File: src/sv/hrlp_pkg.sv
package hrlp_pkg;

  localparam int MaxSizeDefault = 255;
  localparam int IntelMinChars  = 11;
  localparam int SrecMinChars   = 10;

  localparam logic [7:0] ChColon = 8'h3A;
  localparam logic [7:0] ChS     = 8'h53;
  localparam logic [7:0] ChCr    = 8'h0D;
  localparam logic [7:0] ChLf    = 8'h0A;
  localparam logic [7:0] CaseBit = 8'h20;

  typedef enum logic [3:0] {
    P_START, P_I_SIZE, P_I_ADDR, P_I_TYPE, P_S_TYPE,
    P_S_COUNT, P_S_ADDR, P_DATA, P_CKSUM, P_EOL
  } phase_t;

  typedef enum logic [2:0] {
    ST_OK, ST_SHORT, ST_NOSTART, ST_NOTHEX, ST_TYPE, ST_SIZE, ST_CKSUM, ST_EOL
  } status_t;

  localparam logic [2:0] FMT_I8  = 3'd0;
  localparam logic [2:0] FMT_I16 = 3'd1;
  localparam logic [2:0] FMT_I32 = 3'd2;
  localparam logic [2:0] FMT_S19 = 3'd3;
  localparam logic [2:0] FMT_S28 = 3'd4;
  localparam logic [2:0] FMT_S37 = 3'd5;

  // One result item
  typedef struct packed {
    logic        kind;
    logic [7:0]  data_byte;
    logic [7:0]  byte_index;
    logic [3:0]  rec_type;
    logic [31:0] address;
    logic [7:0]  size;
    logic [31:0] value;
    logic [2:0]  status;
    logic [9:0]  chars_used;
    logic        last;
  } result_t;

  // Decode an ASCII hex digit; bit 4 flags a valid digit
  function automatic logic [4:0] hex_decode(input logic [7:0] c);
    logic [7:0] l;
    l = c | CaseBit;
    if (c >= 8'h30 && c <= 8'h39) return {1'b1, c[3:0]};
    if (l >= 8'h61 && l <= 8'h66) return {1'b1, 4'(l[3:0] + 4'd9)};
    return 5'd0;
  endfunction

endpackage

File: src/sv/hrlp_core.sv
// Per-character record state: next-state and result logic.
module hrlp_core #(
  parameter int MAX_SIZE = hrlp_pkg::MaxSizeDefault
) (
  input  logic                 clk,
  input  logic                 rst_n,
  input  logic [2:0]           format,
  input  logic                 step,
  input  logic [7:0]           ch,
  input  logic                 text_end,
  output logic                 res_valid,
  output hrlp_pkg::result_t    res
);
  import hrlp_pkg::*;

  localparam logic [7:0] MaxSz = 8'(MAX_SIZE);

  phase_t      phase_r, phase_nxt;
  logic [3:0]  hi_r, hi_nxt;
  logic        odd_r, odd_nxt;
  logic [7:0]  rsize_r, rsize_nxt;
  logic [31:0] addr_r, addr_nxt;
  logic [3:0]  rkind_r, rkind_nxt;
  logic [7:0]  sum_r, sum_nxt;
  logic [7:0]  left_r, left_nxt;
  logic [31:0] pack_r, pack_nxt;
  logic [9:0]  cnt_r, cnt_nxt;
  logic        skip_r, skip_nxt;
  logic        acr_r, acr_nxt;

  logic        intel, done, data, cksum_ok, is_line;
  status_t     st;
  logic [7:0]  b, dbyte, didx, asz, bsum, s_rem;
  logic [4:0]  hx;
  logic [7:0]  lim;
  logic        type_ok;

  always_comb begin
    intel    = format < FMT_S19;
    lim      = intel ? 8'(IntelMinChars) : 8'(SrecMinChars);
    hx       = hex_decode(ch);
    b        = {hi_r, hx[3:0]};
    bsum     = sum_r + b;
    is_line  = (ch == ChCr) || (ch == ChLf);
    cksum_ok = intel ? (sum_r == 8'h00) : (sum_r == 8'hFF);
    case (rkind_r)
      4'd2, 4'd6, 4'd8: asz = 8'd3;
      4'd3, 4'd7:       asz = 8'd4;
      default:          asz = 8'd2;
    endcase
    s_rem = b - asz - 8'd1;
    phase_nxt = phase_r; hi_nxt = hi_r; odd_nxt = odd_r; rsize_nxt = rsize_r;
    addr_nxt = addr_r; rkind_nxt = rkind_r; sum_nxt = sum_r; left_nxt = left_r;
    pack_nxt = pack_r; cnt_nxt = cnt_r; skip_nxt = skip_r; acr_nxt = acr_r;
    done = 1'b0; data = 1'b0; st = ST_OK; dbyte = '0; didx = '0; type_ok = 1'b0;
    res_valid = 1'b0;
    res = '0;

    if (step) begin
      // Swallow the line feed of a CR LF pair
      if (acr_r) acr_nxt = 1'b0;
      if (acr_r && ch == ChLf && phase_r == P_START && !skip_r) begin
        // nothing
      end else if (skip_r) begin
        // Drop characters up to the line break
        if (ch == ChCr) begin
          skip_nxt = 1'b0; acr_nxt = !text_end;
        end else if (ch == ChLf) skip_nxt = 1'b0;
        if (text_end) begin
          skip_nxt = 1'b0; acr_nxt = 1'b0;
        end
      end else begin
        if (cnt_r != 10'h3FF) cnt_nxt = cnt_r + 10'd1;
        if (phase_r == P_START) begin
          if (ch == (intel ? ChColon : ChS)) phase_nxt = intel ? P_I_SIZE : P_S_TYPE;
          else begin
            done = 1'b1; st = ST_NOSTART;
          end
        end else if (phase_r == P_EOL) begin
          done = 1'b1;
          if (is_line) begin
            st = cksum_ok ? ST_OK : ST_CKSUM;
            if (ch == ChCr && !text_end) acr_nxt = 1'b1;
          end else st = (rsize_r < MaxSz) ? ST_SIZE : ST_EOL;
        end else if (!hx[4]) begin
          done = 1'b1;
          st = ((phase_r == P_DATA || phase_r == P_CKSUM) && !odd_r && is_line)
               ? ST_SIZE : ST_NOTHEX;
        end else if (phase_r == P_S_TYPE) begin
          rkind_nxt = hx[3:0];
          case (hx[3:0])
            4'd0, 4'd5: type_ok = 1'b1;
            4'd1, 4'd9: type_ok = format == FMT_S19;
            4'd2, 4'd8: type_ok = format == FMT_S28;
            4'd3, 4'd7: type_ok = format == FMT_S37;
            4'd6:       type_ok = format != FMT_S19;
            default:    type_ok = 1'b0;
          endcase
          if (!type_ok) begin
            done = 1'b1; st = ST_TYPE;
          end else phase_nxt = P_S_COUNT;
        end else if (!odd_r) begin
          hi_nxt = hx[3:0]; odd_nxt = 1'b1;
        end else begin
          odd_nxt = 1'b0;
          case (phase_r)
            P_I_SIZE: begin
              rsize_nxt = b; sum_nxt = bsum; left_nxt = 8'd2; phase_nxt = P_I_ADDR;
            end
            P_I_ADDR, P_S_ADDR: begin
              addr_nxt = {addr_r[23:0], b}; sum_nxt = bsum; left_nxt = left_r - 8'd1;
              if (left_r == 8'd1) begin
                if (phase_r == P_S_ADDR && rkind_r > 4'd3 && rsize_r != 8'd0) begin
                  done = 1'b1; st = ST_SIZE;
                end else begin
                  left_nxt = rsize_r;
                  phase_nxt = (rsize_r != 8'd0) ? P_DATA : P_CKSUM;
                end
              end
            end
            P_I_TYPE: begin
              rkind_nxt = (b > 8'd15) ? 4'd15 : b[3:0];
              case (b)
                8'd0, 8'd1: type_ok = 1'b1;
                8'd2, 8'd3: type_ok = format == FMT_I16;
                8'd4, 8'd5: type_ok = format == FMT_I32;
                default:    type_ok = 1'b0;
              endcase
              if (!type_ok) begin
                done = 1'b1; st = ST_TYPE;
              end else begin
                sum_nxt = bsum;
                if ((b == 8'd1 && rsize_r != 8'd0) ||
                    ((b == 8'd2 || b == 8'd4) && rsize_r < 8'd2) ||
                    ((b == 8'd3 || b == 8'd5) && rsize_r < 8'd4) ||
                    rsize_r > MaxSz) begin
                  done = 1'b1; st = ST_SIZE;
                end else begin
                  left_nxt = rsize_r;
                  phase_nxt = (rsize_r != 8'd0) ? P_DATA : P_CKSUM;
                end
              end
            end
            P_S_COUNT: begin
              sum_nxt = bsum;
              if (b < asz + 8'd1 || s_rem > MaxSz) begin
                done = 1'b1; st = ST_SIZE;
              end else begin
                rsize_nxt = s_rem; left_nxt = asz; phase_nxt = P_S_ADDR;
              end
            end
            P_DATA: begin
              didx = rsize_r - left_r;
              if (intel && (((rkind_r == 4'd2 || rkind_r == 4'd4) && didx < 8'd2) ||
                            ((rkind_r == 4'd3 || rkind_r == 4'd5) && didx < 8'd4)))
                pack_nxt = {pack_r[23:0], b};
              sum_nxt = bsum; left_nxt = left_r - 8'd1;
              if (left_r == 8'd1) phase_nxt = P_CKSUM;
              data = 1'b1; dbyte = b;
            end
            default: begin
              sum_nxt = bsum; phase_nxt = P_EOL;
              if (text_end) begin
                done = 1'b1;
                st = (intel ? (bsum == 8'h00) : (bsum == 8'hFF)) ? ST_OK : ST_CKSUM;
              end
            end
          endcase
        end

        // End of text closes the record
        if (text_end) begin
          if (!done) st = ({6'd0, cnt_nxt} < {8'd0, lim}) ? ST_SHORT : ST_SIZE;
          else if (st != ST_OK && {6'd0, cnt_nxt} < {8'd0, lim}) st = ST_SHORT;
          done = 1'b1;
        end

        res.rec_type = rkind_nxt; res.address = addr_nxt; res.size = rsize_nxt;
        res.value = pack_nxt; res.chars_used = cnt_nxt;
        if (done) begin
          res_valid = 1'b1; res.kind = 1'b1; res.last = 1'b1; res.status = st;
          if (st != ST_OK && !text_end) begin
            if (ch == ChCr) acr_nxt = 1'b1;
            else if (ch != ChLf) skip_nxt = 1'b1;
          end
          if (text_end) begin
            skip_nxt = 1'b0; acr_nxt = 1'b0;
          end
          phase_nxt = P_START; hi_nxt = '0; odd_nxt = 1'b0; rsize_nxt = '0;
          addr_nxt = '0; rkind_nxt = '0; sum_nxt = '0; left_nxt = '0;
          pack_nxt = '0; cnt_nxt = '0;
        end else if (data) begin
          res_valid = 1'b1; res.data_byte = dbyte; res.byte_index = didx;
        end
      end
    end
  end

  // Hold record state
  always_ff @(posedge clk) begin
    if (!rst_n) begin
      phase_r <= P_START; hi_r <= '0; odd_r <= 1'b0; rsize_r <= '0; addr_r <= '0;
      rkind_r <= '0; sum_r <= '0; left_r <= '0; pack_r <= '0; cnt_r <= '0;
      skip_r <= 1'b0; acr_r <= 1'b0;
    end else begin
      phase_r <= phase_nxt; hi_r <= hi_nxt; odd_r <= odd_nxt; rsize_r <= rsize_nxt;
      addr_r <= addr_nxt; rkind_r <= rkind_nxt; sum_r <= sum_nxt; left_r <= left_nxt;
      pack_r <= pack_nxt; cnt_r <= cnt_nxt; skip_r <= skip_nxt; acr_r <= acr_nxt;
    end
  end

endmodule

File: src/sv/hex_record_line_parser_unit.sv
// Intel HEX / Motorola S-record parser taking one ASCII character per item.
// Throughput is one character per cycle while the output is not stalled:
// each character is captured in an input register at acceptance, decoded
// combinationally by hrlp_core and captured in a result register, from
// which the result item is presented. The input side stalls only when
// the result register holds an item not yet taken.
module hex_record_line_parser_unit #(
  parameter int MAX_SIZE = hrlp_pkg::MaxSizeDefault
) (
  input  logic        clk,
  input  logic        rst_n,
  input  logic        cfg_valid,
  output logic        cfg_ready,
  input  logic [2:0]  cfg_data,       // format
  input  logic        s_axis_tvalid,
  output logic        s_axis_tready,
  input  logic [7:0]  s_axis_tdata,   // ch
  input  logic        s_axis_tlast,   // text_end
  output logic        m_axis_tvalid,
  input  logic        m_axis_tready,
  output logic [103:0] m_axis_tdata,  // data_byte, byte_index, address, size,
                                      // value, status, chars_used, zero fill
  output logic [4:0]  m_axis_tuser,   // kind, rec_type
  output logic        m_axis_tlast    // last
);
  import hrlp_pkg::*;

  logic        in_v_r;
  logic [7:0]  ch_r;
  logic        te_r;
  logic [2:0]  fmt_r;
  logic        out_v_r;
  result_t     out_r;
  logic        res_valid, stall;
  result_t     res;

  assign cfg_ready     = 1'b1;
  assign stall         = out_v_r && !m_axis_tready;
  assign s_axis_tready = !(in_v_r && stall);

  hrlp_core #(.MAX_SIZE(MAX_SIZE)) u_core (
    .clk(clk), .rst_n(rst_n), .format(fmt_r), .step(in_v_r && !stall),
    .ch(ch_r), .text_end(te_r), .res_valid(res_valid), .res(res)
  );

  // Register the configuration
  always_ff @(posedge clk) begin
    if (!rst_n) fmt_r <= FMT_I8;
    else if (cfg_valid) fmt_r <= cfg_data;
  end

  // Advance the input and result registers
  always_ff @(posedge clk) begin
    if (!rst_n) begin
      in_v_r <= 1'b0; out_v_r <= 1'b0;
    end else begin
      if (s_axis_tready) in_v_r <= s_axis_tvalid;
      if (!stall) out_v_r <= in_v_r && res_valid;
    end
  end

  always_ff @(posedge clk) begin
    if (s_axis_tready) begin
      ch_r <= s_axis_tdata; te_r <= s_axis_tlast;
    end
    if (!stall) out_r <= res;
  end

  assign m_axis_tvalid = out_v_r;
  assign m_axis_tdata  = {3'd0, out_r.chars_used, out_r.status, out_r.value,
                          out_r.size, out_r.address, out_r.byte_index, out_r.data_byte};
  assign m_axis_tuser  = {out_r.rec_type, out_r.kind};
  assign m_axis_tlast  = out_r.last;

endmodule

File: config.mk
export PLATFORM = sky130hd
export DESIGN_NAME = hex_record_line_parser_unit
export DESIGN_NICKNAME = d
export VERILOG_FILES = /design/src/sv/hrlp_pkg.sv /design/src/sv/hrlp_core.sv /design/src/sv/hex_record_line_parser_unit.sv
export SDC_FILE = /design/constraint.sdc
export NUM_CORES = 1
export LEC_CHECK = 0
export BUFFER_PORTS_ARGS = -buffer_cell sky130_fd_sc_hd__buf_2
export CAP_MARGIN = 10
export CORE_ASPECT_RATIO = 0.8
export CORE_MARGIN = 10
export CORE_UTILIZATION = 59
export DETAILED_ROUTE_END_ITERATION = 10
export PLACE_DENSITY = 0.89
export SLEW_MARGIN = 20
export SYNTH_ARGS = -nofsm -noshare
export SYNTH_HDL_FRONTEND = slang
export SYNTH_HIERARCHICAL = 1
export SYNTH_SLANG_ARGS = --single-unit
File: constraint.sdc
create_clock -name clk -period 5.7 [get_ports clk]
set_input_delay 0.285 -clock clk [delete_from_list [all_inputs] [get_ports clk]]
set_output_delay 0.285 -clock clk [all_outputs]
set_load 0.01 [all_outputs]
==> metrics.cfg, run 1 <==
[global_route]
gr-usage-all-layers_pct = 24.7
grt_pass1_wl_mm = 52.7
grt_pass1_vias = 9726
grt_max_degree = 98
antenna_found_initial = 0
overflow = 0

[worst_setup_path]
rrSetupSlack_ns = 0.77
critPathMaxStageDelay_ns = 0.82
crit_path_top_delay_cell = or4_1
crit_path_cell_trace = inv_1 > ha_1 > or3b_1 > and3_1 > a22o_1 > buf_4 > ha_1 > nor2b_1 > o21a_1 > o21ai_0 > nand4_1 > nand2_1 > o31ai_4 > o21ai_2 > or4_1 > nor3_1
crit_arrival_ns = 5.25
crit_fanout = 15
path_buf_inv = 2
cp-start-kind = register
rr_startpoint = ch_r[0]
crit_top_cell = ha_1
endpoint_kind = register
critPathRequiredTime_ns = 6.02
critical-path-top-delay-family = simple AND/OR/NAND/NOR gates
critPathLaunch = ch_r[0]
criticalPathCategory = reg2reg

[clock_network]
cts_tree = done
cts_root_buf = clkbuf_16
cts.sinks = 234
cts_buffer_depth = 3
cts_buffers = 24
worstSkewPairLatency_ns = 0.52
htreeDepth = 1
clkTransAtPathRegs_ns = 0.06

[route]
first_pass_iters = 6
ant_nets = 0
drc = 0
vias = 10300
drtIter0Drc = 1370
vias_per_cell = 6.26
wirelength_mm = 33.6
wl_per_cell_um = 20.3

[sta]
finalCritPeriodShare_pct = 86.5
fin_skew_ns = 0.0115
tightest_slew_ns = 1.16
maxSlewViolCount = 0
fmax_mhz = 203
hold_ws_ns = 0.0356
finalCriticalPeriod_ns = 4.93
finalHoldViolations = 0
tns_ns = 0
rsz0062_at_grt = no
setup_viol = 0
relSlewSlack_pct = 21.7

[final_layout]
fill_cells = 1494
final_area_um2 = 13500
area_delta_synth_final_pct = 13.9
diodes = 0
drive_gt1_share_pct = 15.6
multi_input_area_um2 = 5540
regArea_um2 = 5850
fin_nets = 1421

[placed_design]
gp_congestion = 1.00
placement.cell_area_um2 = 12600
io_buffers = 125
hpwl_mm = 23.2

[synthesis]
synth-async-reset-ratio_pct = 0
ys_ff_latch = 234
synth.distinct_cells = 78
ys_warn_count = 6
seq_area_frac_synth_pct = 49.2
synth_flop_cell = dfxtp_1
synth_enable_flop_cells = 116
post_synth_instance_area_um2 = 11900
syn_inst = 1269
synth_area_per_cell_um2 = 9.35

[power]
swShare_pct = 22.1
peakVddDrop_mv = 0.233
p_int_w = 0.00271
powerDensity_nw_per_um2 = 258
seqPwrFrac_pct = 51.4
power.leakage_nw = 5.44
power.total_w = 0.00348
p_switching_w = 0.000769
comb_power_share_pct = 5.1
clockPowerShare_pct = 43.5

[floorplan]
std_cell_rows = 46
start_util_pct = 60.0
die_w_um = 179
core_um2 = 19800
ios = 130
die_y_um = 147
die_area_um2 = 26200

[min_path]
min_from = cfg_data[2]
min_path_type = in2reg

[run_status]
outcome = finished, final reports clean

[job]
drv_cap = 0

==> final timing paths <==
kind / cells after the start / endpoint
worst min-delay path: 3 / fmt_r[2]
worst max-delay path: 16 / m_axis_tdata[11]
worst min register to register: 2 / u_core/pack_r[31]
worst max register to register: 16 / m_axis_tdata[11]
==> Yosys cell counts, types with 5 or more instances <==
master	n	share of area [%]
a211oi_1	14	0.89
a21o_1	9	0.57
a21oi_1	87	3.7
a22o_1	5	0.37
a22oi_1	51	3.2
a31o_2	10	0.74
a31oi_1	8	0.42
a32oi_1	6	0.44
and3_1	13	0.69
buf_1	5	0.16
buf_4	5	0.32
clkbuf_1	66	2.1
dfxtp_1	118	20
edfxtp_1	116	29
ha_1	32	3.4
inv_1	43	1.4
mux2i_1	41	3.5
nand2_1	156	4.9
nand2b_1	9	0.47
nand3_1	30	1.3
nand3b_1	8	0.51
nand4_1	15	0.79
nor2_1	162	5.1
nor2b_1	11	0.58
nor3_1	32	1.3
nor3b_1	5	0.32
nor4_1	17	0.90
o211ai_1	8	0.51
o21a_1	7	0.44
o21ai_0	37	1.6
o31ai_1	10	0.63
or2_2	5	0.26
or3_1	28	1.5
or4_1	7	0.44
xnor2_1	17	1.3
xor2_1	5	0.37
==> state kept, by name, summed over array words and instances, names as in the netlist, 5 cells and up <==
signal / cells
ch_r: 8
m_axis_tuser: 5
u_core/sum_r: 8
u_core/cnt_r: 10
m_axis_tdata: 101
u_core/rsize_r: 8
u_core/left_r: 8
u_core/pack_r: 32
u_core/addr_r: 32
==> worst reg2reg max path, cell delays in order (launching register included) <==
cell      delay (ns)
edfxtp_1        0.49
inv_1           0.19
ha_1            0.23
or3b_1          0.39
and3_1          0.22
a22o_1          0.33
buf_4           0.24
ha_1            0.28
nor2b_1         0.12
o21a_1          0.11
o21ai_0         0.12
nand4_1         0.21
nand2_1         0.15
o31ai_4         0.37
o21ai_2         0.14
or4_1           0.82
nor3_1          0.33
==> cell type report <==
class	count	share of cell area (%)
clock buffers	39	5.47
multi-input cells	911	41.0
well taps	264	2.44
clock inverters	5	0.241
inverters	45	1.25
flip-flops and latches	234	43.2
repair buffers	153	6.37
==> cells by family after synthesis <==
kind of cell / synth area share [%]
simple gates: 20.5
xor+xnor: 1.62
buf+inv: 4.30
flops: 49.2
fa+ha+maj: 3.88
compound gates: 17.0
mux: 3.46
other cells: 0.0633
==> cells in the final DEF, fill, tap and decap left out, types with 29 or more instances in the layout <==
cell type / n
a21oi_1: 87
a22oi_1: 51
edfxtp_1: 116
nand2_1: 156
nand3_1: 29
ha_1: 32
dfxtp_1: 118
buf_2: 125
nor2_1: 161
inv_1: 42
nor3_1: 32
o21ai_0: 37
mux2i_1: 41
==> power groups by stage <==
stage | combinational [W] | clock, W | sequential, W
after floorplan | 0.000105 | 0 | 0.00183
after global placement | 0.000164 | 0 | 0.00182
after detailed placement | 0.000167 | 0 | 0.00183
after CTS | 0.000173 | 0.00153 | 0.00179
after global routing | 0.000192 | 0.00160 | 0.00179
final | 0.000177 | 0.00152 | 0.00179
==> routing by layer <==
metal | vias to the layer above | GRT usage [%] | part of all wire [%]
met5 | - | 0 | 0
met4 | 0 | 6.23 | 2.3
met3 | 53 | 5.30 | 10
met2 | 578 | 38.8 | 45
met1 | 4889 | 33.9 | 42
li1 | 4811 | - | -
==> through the flow <==
stage	util [%]	setup WS, ns	instances
after detailed placement	63.9	0.898	1597
after global placement	63.9	1.12	1597
after floorplan	-	0.593	1271
after CTS	68.3	0.865	1651
final	68.3	0.772	1651
after global routing	68.3	0.431	1651
==> what timing repair did <==
item,4_1_cts,5_1_grt
buffers inserted,0,0
hold buffers,10,0
gates resized for setup,0,0
endpoints found under the hold margin,10,0
No activity file was read; power rests on OpenSTA's default activity.
==> run 2: changes to the inputs <==
- ABC_AREA: not set -> 1
==> run 2 against run 1 <==
Synthesized cell count increased by 13%. Area after synthesis is 1.2% lower. Global-route usage down 0.79 points. Sequential power hardly changed. Non-clock buffer count fell by 12. Die area fell by 1.1%. Maximum frequency up 11%. First-iteration DRC count is 5.0% higher. Clock power down 3%. Clock skew shrank 0.0037 ns. Flip-flop and latch count stayed put. Critical endpoint is now u_core/hi_r[0]. Largest cell class unchanged.
==> metrics.cfg, run 2 <==
[run_status]
outcome = finished, final reports clean  ; unchanged

[synthesis]
syn_inst = 1432  ; was 1269
yosys.cell_count.top_type = nand2_1  ; was nor2_1
ys_ff_latch = 234  ; unchanged
seq_area_frac_synth_pct = 49.8  ; was 49.2%
synth-simple-area-share_pct = 22.5  ; was 20.5%
synth-async-reset-ratio_pct = 0  ; unchanged
synth_enable_flop_cells = 116  ; unchanged
synth_area_per_cell_um2 = 8.19  ; was 9.35 um2
synth_top_family_by_area = simple AND/OR/NAND/NOR gates  ; unchanged
synth_mux_area_share_pct = 0.0853  ; was 3.46%
synth_xor_area_share_pct = 2.24  ; was 1.62%
post_synth_instance_area_um2 = 11700  ; was 11900 um2
synth.distinct_cells = 51  ; was 78
netlist.area_leader.share_pct = 29.7  ; was 29.3%
synth-compound-area-share_pct = 14.1  ; was 17.0%
ys_warn_count = 6  ; unchanged
synth_flop_cell = dfxtp_1  ; unchanged
synthAdderAreaFrac_pct = 3.93  ; was 3.88%
yosysTopAreaCell = edfxtp_1  ; unchanged
synth_common_cells = 283 x nand2_1, 213 x nor2_1, 151 x a21oi_1  ; was 162 x nor2_1, 156 x nand2_1, 118 x dfxtp_1
synth.area.top_cells = edfxtp_1 30%, dfxtp_1 20%, nand2_1 9.1%  ; was edfxtp_1 29%, dfxtp_1 20%, nor2_1 5.1%

[route]
wl_per_cell_um = 17.8  ; was 20.3 um
drc = 0  ; unchanged
first_pass_iters = 6  ; unchanged
ant_nets = 0  ; unchanged
drtIter0Drc = 1438  ; was 1370
vias_per_cell = 5.85  ; was 6.26
wirelength_mm = 32.4  ; was 33.6 mm
vias = 10700  ; was 10.3k

[sta]
tns_ns = 0  ; unchanged
relSlewSlack_pct = 35.5  ; was 21.7%
fmax_mhz = 225  ; was 203 MHz
tightest_slew_ns = 0.967  ; was 1.16 ns
finalHoldViolations = 0  ; unchanged
maxSlewViolCount = 0  ; unchanged
rsz0062_at_grt = no  ; unchanged
final.setup.worst_slack_ns = 1.25  ; was 0.772 ns
fin_skew_ns = 0.00779  ; was 0.0115 ns
finalCritPeriodShare_pct = 78.0  ; was 86.5%
finalCriticalPeriod_ns = 4.45  ; was 4.93 ns
setup_viol = 0  ; unchanged
hold_ws_ns = 0.0271  ; was 0.0356 ns

[global_route]
use_met2_pct = 38.2  ; was 38.8%
antenna_found_initial = 0  ; unchanged
grt_use_met1_pct = 31.8  ; was 33.9%
grt_util_met3_pct = 5.21  ; was 5.30%
grt_pass1_wl_mm = 51.4  ; was 52.7 mm
grt_max_degree = 79  ; was 98
top_usage_layer = met2  ; unchanged
overflow = 0  ; unchanged
grt_pass1_vias = 9952  ; was 9726
gr-usage-all-layers_pct = 23.9  ; was 24.7%

[worst_setup_path]
critical-path-top-delay-family = simple AND/OR/NAND/NOR gates  ; unchanged
critPathMaxStageDelay_ns = 0.66  ; was 0.82 ns
crit_arrival_ns = 4.87  ; was 5.25 ns
endpoint_kind = register  ; unchanged
criticalPathCategory = reg2reg  ; unchanged
critPathRequiredTime_ns = 6.13  ; was 6.02 ns
cp-start-kind = register  ; unchanged
path_buf_inv = 5  ; was 2
crit_top_cell = nand2_1  ; was ha_1
crit_fanout = 78  ; was 15
crit_path_top_delay_cell = buf_4  ; was or4_1

[floorplan]
ios = 130  ; unchanged
die_y_um = 146  ; was 147 um
core_um2 = 19700  ; was 19800 um2
die_area_um2 = 26000  ; was 26200 um2
start_util_pct = 59.6  ; was 60.0%
die_w_um = 178  ; was 179 um
std_cell_rows = 46  ; unchanged

[clock_network]
clkTransAtPathRegs_ns = 0.07  ; was 0.06 ns
worstSkewPairLatency_ns = 0.50  ; was 0.52 ns
post_cts_resized = 0  ; unchanged
cts.sinks = 234  ; unchanged
cts_buffers = 23  ; was 24
cts_root_buf = clkbuf_16  ; unchanged
postCtsHoldBufs = 9  ; was 10
htreeDepth = 1  ; unchanged
cts_buffer_depth = 3  ; unchanged
cts_tree = done  ; unchanged
cts_setup_buffers = 0  ; unchanged

[final_layout]
drive_gt1_share_pct = 13.9  ; was 15.6%
fill_cells = 1535  ; was 1494
fin_nets = 1591  ; was 1421
instances_no_fill = 1821  ; was 1651
largest_reg_flops = 101  ; unchanged
final_common_cell = nand2_1  ; was nor2_1
regArea_um2 = 5850  ; unchanged
multi_input_area_um2 = 5060  ; was 5540 um2
final_util_pct = 67.5  ; was 68.3%
area_delta_synth_final_pct = 13.2  ; was 13.9%
layout_common_cells = 281 x nand2_1, 212 x nor2_1, 151 x a21oi_1, 130 x inv_1, 125 x buf_2  ; was 161 x nor2_1, 156 x nand2_1, 125 x buf_2, 118 x dfxtp_1, 116 x edfxtp_1

[min_path]
min_path_type = in2reg  ; unchanged

[placed_design]
hpwl_mm = 22.2  ; was 23.2 mm
gp_congestion = 0.968  ; was 1.00
io_buffers = 125  ; unchanged
dp_cells = 1769  ; was 1597
dp_slack_ns = 1.37  ; was 0.898 ns

[power]
power.leakage_nw = 5.76  ; was 5.44 nW
powerDensity_nw_per_um2 = 273  ; was 258 nW/um2
peakVddDrop_mv = 0.231  ; was 0.233 mV

[job]
drv_cap = 0  ; unchanged

[run 2: cell count changes in the layout (fill, tap and decap cells not counted), sizes merged, moves of 28 or more]
cell   delta
nand2   +141
inv      +97
a21oi    +67
nor2     +57
o21ai    +50
a22oi    -45
mux2i    -40
nand3    +33
or3      -28
[run 2: layout make-up]
type	count	share of cell area (%)
Antenna cell	2	0.0377
Clock buffer	29	4.73
Clock inverter	12	0.810
Inverter	143	4.06
Multi-Input combinational cell	996	38.1
Sequential cell	234	44.0
Tap cell	264	2.49
Timing Repair Buffer	141	5.78
[run 2: cell families after synthesis]
kind of cell,count (synthesis)
XOR/XNOR,30
adder cells (fa/ha/maj),35
multiplexers,1
flip-flops,234
other,2
buffers and inverters,204
AO/OA/AOI/OAI,297
AND/OR/NAND/NOR,629
[run 2: final timing paths]
| kind | end | from | slack (ns) | cells after the start |
|---|---|---|---|---|
| worst min register to register | u_core/addr_r[29] | u_core/addr_r[29] | 0.46 | 2 |
| worst max-delay path | u_core/hi_r[0] | ch_r[0] | 1.25 | 26 |
| worst max register to register | u_core/hi_r[0] | ch_r[0] | 1.25 | 26 |
| worst min-delay path | fmt_r[1] | cfg_data[1] | 0.03 | 3 |
[run 2: report_power, final]
| group | total (W) | switching, W | internal, W |
|---|---|---|---|
| clock network | 0.00148 | 0.000646 | 0.000833 |
| registers | 0.00181 | 0.0000301 | 0.00178 |
| logic | 0.000335 | 0.000236 | 0.0000989 |
[run 2: through the flow]
step	power, W	area [um2]
finish	0.00363	13300
global route	0.00374	13300
CTS	0.00363	13300
detailed placement	0.00217	12500
global placement	0.00216	12500
floorplan	0.00208	11700
[run 2: worst min-delay path, cell delays in order]
cell and delay [ns]:
buf_2 0.08, nor2_1 0.04, nor2_1 0.08
[run 2: layer usage]
layer	vias up	routed length [um]
met5	-	0
met4	0	917
met3	77	3360
met2	602	14700
met1	4972	13400
li1	5004	-
